`config.mk`:
```
export PLATFORM = sky130hd
export DESIGN_NAME = float32_truncating_arith_unit_core
export DESIGN_NICKNAME = d
export VERILOG_FILES = /design/src/hw/rtl/f32t_pkg.sv /design/src/hw/rtl/f32t_div.sv /design/src/hw/rtl/float32_truncating_arith_unit_core.sv
export SDC_FILE = /design/constraint.sdc
export NUM_CORES = 2
export LEC_CHECK = 0
export ABC_AREA = 0
export BUFFER_PORTS_ARGS = -buffer_cell sky130_fd_sc_hd__buf_2
export CELL_PAD_IN_SITES_DETAIL_PLACEMENT = 0
export CELL_PAD_IN_SITES_GLOBAL_PLACEMENT = 2
export CORE_ASPECT_RATIO = 1.4
export CORE_UTILIZATION = 45
export DETAILED_ROUTE_END_ITERATION = 8
export PLACE_DENSITY_LB_ADDON = 0.2
export SETUP_SLACK_MARGIN = 0.2
export SYNTH_ARGS = -nofsm -noshare
export SYNTH_HDL_FRONTEND = slang
export SYNTH_HIERARCHICAL = 1
export SYNTH_SLANG_ARGS = --single-unit
```
`constraint.sdc`:
```
create_clock -name clk -period 14.2 [get_ports clk]
set_clock_uncertainty 0.05 [all_clocks]
set_input_delay 0.71 -clock clk [delete_from_list [all_inputs] [get_ports clk]]
set_output_delay 0.71 -clock clk [all_outputs]
set_load 0.1 [all_outputs]
```
`src/hw/rtl/f32t_pkg.sv`:
```
// ----------------------------------------------------------------------------
// f32t_pkg
// Shared types, constants and helper functions for the truncating
// single-precision arithmetic unit.
// ----------------------------------------------------------------------------
package f32t_pkg;

  // Word layout
  localparam int FRAC_BITS = 23;
  localparam int MAN_W     = FRAC_BITS + 1;
  localparam int EXP_W     = 8;
  localparam logic [EXP_W-1:0] EXP_BIAS = 8'd127;

  // Divider: restoring steps per pipeline stage, stage count follows
  localparam int DIV_STEPS  = 3;
  localparam int DIV_STAGES = MAN_W / DIV_STEPS;

  // Beat latency from accept to the cycle the result is shown
  localparam int LATENCY = DIV_STAGES + 2;

  // Operation codes
  typedef enum logic [2:0] {
    FN_ADD = 3'd0,
    FN_SUB = 3'd1,
    FN_MUL = 3'd2,
    FN_DIV = 3'd3,
    FN_CMP = 3'd4
  } func_t;

  // Compare outcome codes
  localparam logic [1:0] CMP_LT = 2'b11;
  localparam logic [1:0] CMP_EQ = 2'b00;
  localparam logic [1:0] CMP_GT = 2'b01;

  // One restoring division step
  typedef struct packed {
    logic             q;
    logic [MAN_W-1:0] rem;
  } div_step_t;

  function automatic div_step_t div_step(input logic [MAN_W-1:0] rem,
                                         input logic             in_bit,
                                         input logic [MAN_W-1:0] dvs);
    logic [MAN_W:0] shifted;
    div_step_t      res;
    shifted = {rem, in_bit};
    if (shifted >= {1'b0, dvs}) begin
      res.q   = 1'b1;
      res.rem = MAN_W'(shifted - {1'b0, dvs});
    end else begin
      res.q   = 1'b0;
      res.rem = shifted[MAN_W-1:0];
    end
    return res;
  endfunction

  // Leading zero count of a significand, assumed non-zero
  function automatic logic [4:0] lzc24(input logic [MAN_W-1:0] m);
    logic [4:0] lz;
    lz = 5'd0;
    for (int i = 0; i < MAN_W; i++) begin
      if (m[i]) begin
        lz = 5'(MAN_W - 1 - i);
      end
    end
    return lz;
  endfunction

endpackage

```
`src/hw/rtl/f32t_div.sv`:
```
// ----------------------------------------------------------------------------
// f32t_div
// Pipelined restoring divider for the significand quotient
// (ma << 23) / mb, a few quotient bits per stage.
// ----------------------------------------------------------------------------
module f32t_div (
  input  logic                       clk,
  input  logic [f32t_pkg::MAN_W-1:0] in_ma,
  input  logic [f32t_pkg::MAN_W-1:0] in_mb,
  output logic [f32t_pkg::MAN_W-1:0] out_quo
);

  localparam int MW     = f32t_pkg::MAN_W;
  localparam int Steps  = f32t_pkg::DIV_STEPS;
  localparam int Stages = f32t_pkg::DIV_STAGES;

  logic [MW-1:0] rem_r [Stages];
  logic [MW-1:0] quo_r [Stages];
  logic [MW-1:0] dvs_r [Stages];

  for (genvar g = 0; g < Stages; g++) begin : g_stage
    logic [MW-1:0] src_rem;
    logic [MW-1:0] src_quo;
    logic [MW-1:0] src_dvs;
    logic          src_lsb;
    logic [MW-1:0] rem_nxt;
    logic [MW-1:0] quo_nxt;

    // stage source: first stage starts from the top bits of the dividend
    if (g == 0) begin : g_first
      assign src_rem = {1'b0, in_ma[MW-1:1]};
      assign src_quo = '0;
      assign src_dvs = in_mb;
      assign src_lsb = in_ma[0];
    end else begin : g_next
      assign src_rem = rem_r[g-1];
      assign src_quo = quo_r[g-1];
      assign src_dvs = dvs_r[g-1];
      assign src_lsb = 1'b0;
    end

    // a few dependent subtract steps
    always_comb begin
      f32t_pkg::div_step_t st;
      rem_nxt = src_rem;
      quo_nxt = src_quo;
      for (int j = 0; j < Steps; j++) begin
        st      = f32t_pkg::div_step(rem_nxt, (j == 0) ? src_lsb : 1'b0, src_dvs);
        rem_nxt = st.rem;
        quo_nxt = {quo_nxt[MW-2:0], st.q};
      end
    end

    always_ff @(posedge clk) begin
      rem_r[g] <= rem_nxt;
      quo_r[g] <= quo_nxt;
      dvs_r[g] <= src_dvs;
    end
  end

  assign out_quo = quo_r[Stages-1];

endmodule

```
`src/hw/rtl/float32_truncating_arith_unit_core.sv`:
```
// ----------------------------------------------------------------------------
// float32_truncating_arith_unit_core
// Single-precision add, subtract, multiply, divide and compare with
// truncated significands, as a fixed-latency pipeline.
// ----------------------------------------------------------------------------
//  channel | ports                                      | handshake
//  --------+--------------------------------------------+--------------------
//  input   | in_func, in_a_word, in_b_word              | start, busy
//  result  | out_result_word, out_compare_result        | out_strobe
//
// One beat may enter every cycle; busy is never raised.
// The 8-stage divider (3 quotient bits per stage) sets the pipeline depth,
// and every operation runs through that same depth.
// Reset is synchronous and clears the valid chain only.
// The receiver cannot stall, so the pipeline never holds.
// ----------------------------------------------------------------------------
module float32_truncating_arith_unit_core (
  input  logic              clk,
  input  logic              rst_n,
  input  logic              start,
  output logic              busy,
  input  logic [2:0]        in_func,
  input  logic [31:0]       in_a_word,
  input  logic [31:0]       in_b_word,
  output logic              out_strobe,
  output logic [31:0]       out_result_word,
  output logic signed [1:0] out_compare_result
);

  localparam int MW      = f32t_pkg::MAN_W;
  localparam int NumV    = f32t_pkg::DIV_STAGES + 1;
  localparam int TailLen = NumV - 4;

  typedef struct packed {
    f32t_pkg::func_t func;
    logic            xsgn;
    logic [7:0]      dexp;
  } tag_t;

  typedef struct packed {
    tag_t          tag;
    logic [7:0]    ae;
    logic [MW-1:0] ma;
    logic [MW-1:0] mb;
    logic          same;
    logic          as;
    logic [47:0]   prod;
    logic [7:0]    mexp;
    logic [1:0]    cmp;
  } s2_t;

  typedef struct packed {
    tag_t        tag;
    logic [MW:0] am;
    logic [7:0]  ae;
    logic        as;
    logic        azero;
    logic        same;
    logic [31:0] mword;
    logic [1:0]  cmp;
  } s3_t;

  typedef struct packed {
    tag_t        tag;
    logic [MW:0] am;
    logic [7:0]  ae;
    logic        as;
    logic        azero;
    logic        same;
    logic [4:0]  lz;
    logic [31:0] mword;
    logic [1:0]  cmp;
  } s4_t;

  typedef struct packed {
    tag_t        tag;
    logic [31:0] word;
    logic [1:0]  cmp;
  } tail_t;

  logic [NumV-1:0] vld_r, vld_nxt;
  logic            out_strobe_r;
  logic [2:0]      s1_func_r;
  logic [31:0]     s1_a_r, s1_b_r;
  s2_t             s2_r, s2_nxt;
  s3_t             s3_r, s3_nxt;
  s4_t             s4_r, s4_nxt;
  tail_t           tail_r [TailLen];
  tail_t           tail_nxt;
  logic [MW-1:0]   quo;
  logic [31:0]     out_word_r, out_word_nxt;
  logic [1:0]      out_cmp_r;

  assign busy = 1'b0;

  // valid chain
  assign vld_nxt = {vld_r[NumV-2:0], start & ~busy};

  always_ff @(posedge clk) begin
    if (!rst_n) begin
      vld_r        <= '0;
      out_strobe_r <= 1'b0;
    end else begin
      vld_r        <= vld_nxt;
      out_strobe_r <= vld_r[NumV-1];
    end
  end

  // input register
  always_ff @(posedge clk) begin
    s1_func_r <= in_func;
    s1_a_r    <= in_a_word;
    s1_b_r    <= in_b_word;
  end

  // stage 2: unpack, align, multiply, compare
  always_comb begin
    logic          sa, sb, bs, a_lt;
    logic [7:0]    ea, eb, d;
    logic [MW-1:0] ma, mb;
    logic [1:0]    c;
    sa   = s1_a_r[31];
    sb   = s1_b_r[31];
    ea   = s1_a_r[30:23];
    eb   = s1_b_r[30:23];
    ma   = {1'b1, s1_a_r[22:0]};
    mb   = {1'b1, s1_b_r[22:0]};
    bs   = (f32t_pkg::func_t'(s1_func_r) == f32t_pkg::FN_SUB) ? ~sb : sb;
    a_lt = ea < eb;
    d    = a_lt ? 8'(eb - ea) : 8'(ea - eb);

    s2_nxt.tag.func = f32t_pkg::func_t'(s1_func_r);
    s2_nxt.tag.xsgn = sa ^ sb;
    s2_nxt.tag.dexp = 8'(f32t_pkg::EXP_BIAS + ea - eb);
    s2_nxt.ae       = a_lt ? eb : ea;
    s2_nxt.ma       = a_lt ? (ma >> d) : ma;
    s2_nxt.mb       = a_lt ? mb : (mb >> d);
    s2_nxt.same     = sa == bs;
    s2_nxt.as       = sa;
    s2_nxt.prod     = 48'(ma) * 48'(mb);
    s2_nxt.mexp     = 8'(ea + eb - f32t_pkg::EXP_BIAS);

    // sign first, then exponent, then fraction; flipped when both negative
    priority if (sa != sb) begin
      c = sa ? f32t_pkg::CMP_LT : f32t_pkg::CMP_GT;
    end else if (ea != eb) begin
      c = ((ea < eb) ^ sa) ? f32t_pkg::CMP_LT : f32t_pkg::CMP_GT;
    end else if (ma != mb) begin
      c = ((ma < mb) ^ sa) ? f32t_pkg::CMP_LT : f32t_pkg::CMP_GT;
    end else begin
      c = f32t_pkg::CMP_EQ;
    end
    s2_nxt.cmp = c;
  end

  // stage 3: magnitude add/subtract, product normalise
  always_comb begin
    logic            gt;
    logic [MW:0]     p;
    logic [MW-2:0]   mf;
    logic [7:0]      me;
    s3_nxt.tag   = s2_r.tag;
    s3_nxt.ae    = s2_r.ae;
    s3_nxt.same  = s2_r.same;
    s3_nxt.cmp   = s2_r.cmp;
    gt           = s2_r.ma > s2_r.mb;
    s3_nxt.azero = s2_r.ma == s2_r.mb;
    if (s2_r.same) begin
      s3_nxt.am = {1'b0, s2_r.ma} + {1'b0, s2_r.mb};
      s3_nxt.as = s2_r.as;
    end else begin
      s3_nxt.am = gt ? {1'b0, s2_r.ma - s2_r.mb} : {1'b0, s2_r.mb - s2_r.ma};
      s3_nxt.as = gt ? s2_r.as : ~s2_r.as;
    end
    p = s2_r.prod[47:23];
    if (p[MW]) begin
      mf = p[MW-1:1];
      me = 8'(s2_r.mexp + 8'd1);
    end else begin
      mf = p[MW-2:0];
      me = s2_r.mexp;
    end
    s3_nxt.mword = {s2_r.tag.xsgn, me, mf};
  end

  // stage 4: leading zero count for the difference
  always_comb begin
    s4_nxt.tag   = s3_r.tag;
    s4_nxt.am    = s3_r.am;
    s4_nxt.ae    = s3_r.ae;
    s4_nxt.as    = s3_r.as;
    s4_nxt.azero = s3_r.azero;
    s4_nxt.same  = s3_r.same;
    s4_nxt.lz    = f32t_pkg::lzc24(s3_r.am[MW-1:0]);
    s4_nxt.mword = s3_r.mword;
    s4_nxt.cmp   = s3_r.cmp;
  end

  // stage 5: normalise and pack, select by operation
  always_comb begin
    logic [MW-1:0] m;
    logic [7:0]    e;
    logic [31:0]   aword;
    m = '0;
    e = '0;
    if (s4_r.same) begin
      if (s4_r.am[MW]) begin
        m = s4_r.am[MW:1];
        e = 8'(s4_r.ae + 8'd1);
      end else begin
        m = s4_r.am[MW-1:0];
        e = s4_r.ae;
      end
      aword = {s4_r.as, e, m[MW-2:0]};
    end else if (s4_r.azero) begin
      aword = '0;
    end else begin
      m     = s4_r.am[MW-1:0] << s4_r.lz;
      e     = 8'(s4_r.ae - {3'b000, s4_r.lz});
      aword = {s4_r.as, e, m[MW-2:0]};
    end

    tail_nxt.tag = s4_r.tag;
    unique case (s4_r.tag.func)
      f32t_pkg::FN_ADD, f32t_pkg::FN_SUB: begin
        tail_nxt.word = aword;
        tail_nxt.cmp  = f32t_pkg::CMP_EQ;
      end
      f32t_pkg::FN_MUL: begin
        tail_nxt.word = s4_r.mword;
        tail_nxt.cmp  = f32t_pkg::CMP_EQ;
      end
      f32t_pkg::FN_CMP: begin
        tail_nxt.word = '0;
        tail_nxt.cmp  = s4_r.cmp;
      end
      default: begin
        tail_nxt.word = '0;
        tail_nxt.cmp  = f32t_pkg::CMP_EQ;
      end
    endcase
  end

  // pipeline registers (payload, no reset)
  always_ff @(posedge clk) begin
    s2_r      <= s2_nxt;
    s3_r      <= s3_nxt;
    s4_r      <= s4_nxt;
    tail_r[0] <= tail_nxt;
    for (int k = 1; k < TailLen; k++) begin
      tail_r[k] <= tail_r[k-1];
    end
  end

  // quotient runs alongside, fed from the input register
  f32t_div u_div (
    .clk     (clk),
    .in_ma   ({1'b1, s1_a_r[22:0]}),
    .in_mb   ({1'b1, s1_b_r[22:0]}),
    .out_quo (quo)
  );

  // final stage: quotient normalise and output select
  always_comb begin
    tag_t tg;
    tg = tail_r[TailLen-1].tag;
    if (tg.func == f32t_pkg::FN_DIV) begin
      if (quo[MW-1]) begin
        out_word_nxt = {tg.xsgn, tg.dexp, quo[MW-2:0]};
      end else begin
        out_word_nxt = {tg.xsgn, 8'(tg.dexp - 8'd1), quo[MW-3:0], 1'b0};
      end
    end else begin
      out_word_nxt = tail_r[TailLen-1].word;
    end
  end

  always_ff @(posedge clk) begin
    out_word_r <= out_word_nxt;
    out_cmp_r  <= tail_r[TailLen-1].cmp;
  end

  assign out_strobe         = out_strobe_r;
  assign out_result_word    = out_word_r;
  assign out_compare_result = out_cmp_r;

endmodule

```
==> metrics.txt <==
status finished, final reports clean; CP startpoint u_div/dvs_r[1][1]$_DFF_P_; f_max 95.44 MHz; CP max stage cell a211oi_1; critical path peak fanout 37; # rows 187; final worst path period share 73.78%; synthesized flop and latch total 1,056; die area 188,300 um^2; initial antenna violation count 5; global routing's busiest layer met2; Starting DRT DRC Count 3,762; synth-to-layout area growth 8.792%; WL/cell 22.68 um; worst reg2reg path depth 36; TritonCTS clock tree done; Post-DP HPWL 216,400 um; vias 67,970; CP required 14.76 ns; routed wire length 274,100 um; max-cap viol count 0; clk sinks 1,056; area of the mapped netlist 83,970 um^2; gr ovfl total 0; I/O pins 106; fraction of layout cells with a size suffix above 1 9.011%; H-tree levels 3; register area share after synthesis 25.18%; gr usage total 28.58%; Initial Utilization 45.31%; RSZ-0062 raised after global routing no; top cell type's share of synthesized area 25.18%; Die Height 513.1 um; Max clock buf depth 3; EDFF count, synth 0; gpl congestion 0.9179; setup violators final 0; Final Hold Violating Endpoints 0; drt pass-1 iters 6; CP arrival 11.04 ns; CP Launch Type flip-flop; Gate Count Post-Synth 9,480; warnings from Yosys 6; GR met1 Demand/Resource 30.99%; vias in the first global route 69,990; Via density 5.625; core area 185,300 um^2; crit end category flip-flop; hold_sp in_b_word[0]; Min Clock Period, post-route 10.48 ns; nets@finish 11,000; Cell variety after synth 116; Worst R2R Setup Slack 3.72 ns; antenna-violating nets left 0; Avg Cell Area, Syn 8.857 um^2; number of port buffers 104; GR Util met3 2.968%; Synth area leaders dfxtp_1 25%, ha_1 13%, fa_1 12%; area leader, netlist dfxtp_1; relative slew slack 16.95%; ys flop type dfxtp_1; CTS Buf Count 104; met2 usage 54.29%; largest net degree at the start of global routing 64; Crit path largest cell delay 0.64 ns; Die Wd 367.1 um; most common cell after layout, fill and taps aside inv_1; critical path class flip-flop to flip-flop; worst min path class primary input to flip-flop; drt drc 0; final setup TNS 0 ns; measured slew at the worst slew-check pin 1.246 ns; postcts setup bufs 0; Setup crit end u_div/rem_r[2][20]$_DFF_P_; Post-synth ARST share 0%; Slew Limit Fails 0; Worst-path clk slew 0.07 ns; FF-to-FF End u_div/rem_r[2][20]$_DFF_P_; global-route wire length before repair 414,400 um; CTS root buf clkbuf_16; FF-to-FF Start u_div/dvs_r[1][1]$_DFF_P_; Worst-Skew Late Latency 0.76 ns; commonest non-fill, non-tap cells in the layout 1,060 x inv_1, 1,055 x dfxtp_1, 886 x ha_1, 755 x nand2_1, 679 x a21oi_1
==> cell usage after synthesis (85+ instances only) <==
cell type / count
o21bai_1: 85
nand4_1: 94
ha_1: 887
dfxtp_1: 1056
o21a_1: 99
xnor2_1: 359
and2_1: 193
fa_1: 504
nor3_1: 141
nor2_1: 630
o21ai_0: 433
xor2_1: 186
a21oi_1: 679
a21o_1: 258
mux2_2: 321
inv_1: 1060
mux2i_1: 151
clkbuf_1: 220
nand3_1: 158
nand2_1: 755
==> worst min path at each step <==
| stage | end | cells after the start | slack (ns) |
|---|---|---|---|
| 6_report | s1_b_r[0]$_DFF_P_ | 1 | 0.1 |
| 5_1_grt | s1_b_r[25]$_DFF_P_ | 1 | 0.04 |
| 4_1_cts | s1_b_r[25]$_DFF_P_ | 1 | 0.03 |
| 3_5_place_dp | s3_r[38]$_DFF_P_ | 0 | 0.26 |
| 3_3_place_gp | u_div/quo_r[1][76]$_DFF_P_ | 0 | 0.26 |
| 2_1_floorplan | out_compare_result[0]$_DFF_P_ | 0 | 0.26 |
==> through the flow <==
step	area, um^2	util [%]	instances	hold WS [ns]	setup slack, ns
floorplan	83980	-	9483	0.2596	5.475
global placement	87050	46.98	11830	0.2608	3.740
detailed placement	87050	46.98	11830	0.2621	3.721
CTS	91340	49.29	12080	0.03486	3.689
global route	91340	49.29	12080	0.04360	2.959
finish	91350	49.30	12080	0.09538	3.723
==> metal layers <==
layer,vias to the layer above,part of all wire [%]
li1,32680,-
met1,32980,38
met2,1739,53
met3,569,3.7
met4,2,5.5
met5,-,0.0044
==> cell type report <==
type | instances | area, um^2
antenna | 4 | 10.01
sequential | 1056 | 21140
tap | 2457 | 3074
fill | 17900 | 93960
inverter | 1086 | 4076
clock inverter | 63 | 895.9
multi-input combinational | 7037 | 57560
timing repair buffer | 249 | 1747
clock buffer | 131 | 2844
==> registers in the layout, summed over array words and instances, names as in the netlist <==
register            count
tail_r                230
u_div/dvs_r           168
u_div/rem_r           168
u_div/quo_r           108
s2_r                  104
s4_r                   86
s3_r                   81
out_result_word        32
s1_a_r                 32
s1_b_r                 32
vld_r                   9
s1_func_r               3
out_compare_result      2
out_strobe              1
==> what timing repair did <==
| item | in CTS | in global routing |
|---|---|---|
| setup endpoints to repair | 0 | 0 |
| resized for setup | 0 | 0 |
| endpoints found under the hold margin | 55 | 0 |
| hold buffers | 55 | 0 |
==> kinds of logic after synthesis <==
group           after synthesis  synth area share, %
xor+xnor                    545                5.685
flops                      1056                25.18
mux                         524                7.339
compound gates             2173                16.60
fa+ha+maj                  1391                25.23
simple gates               2399                13.60
buf+inv                    1390                6.360
other cells                   2             0.008944
==> critical path, delay by kind of cell, from the launching register on <==
kind | cells | cell delay (ns)
AO/OA/AOI/OAI | 19 | 5.70
AND/OR/NAND/NOR | 8 | 1.74
buffers and inverters | 6 | 1.39
adder cells (fa/ha/maj) | 3 | 0.92
flip-flops | 1 | 0.47
Power is left out: the tool's default activity adds up to more than one toggle a clock period on the data nets, which glitch-free logic cannot reach.
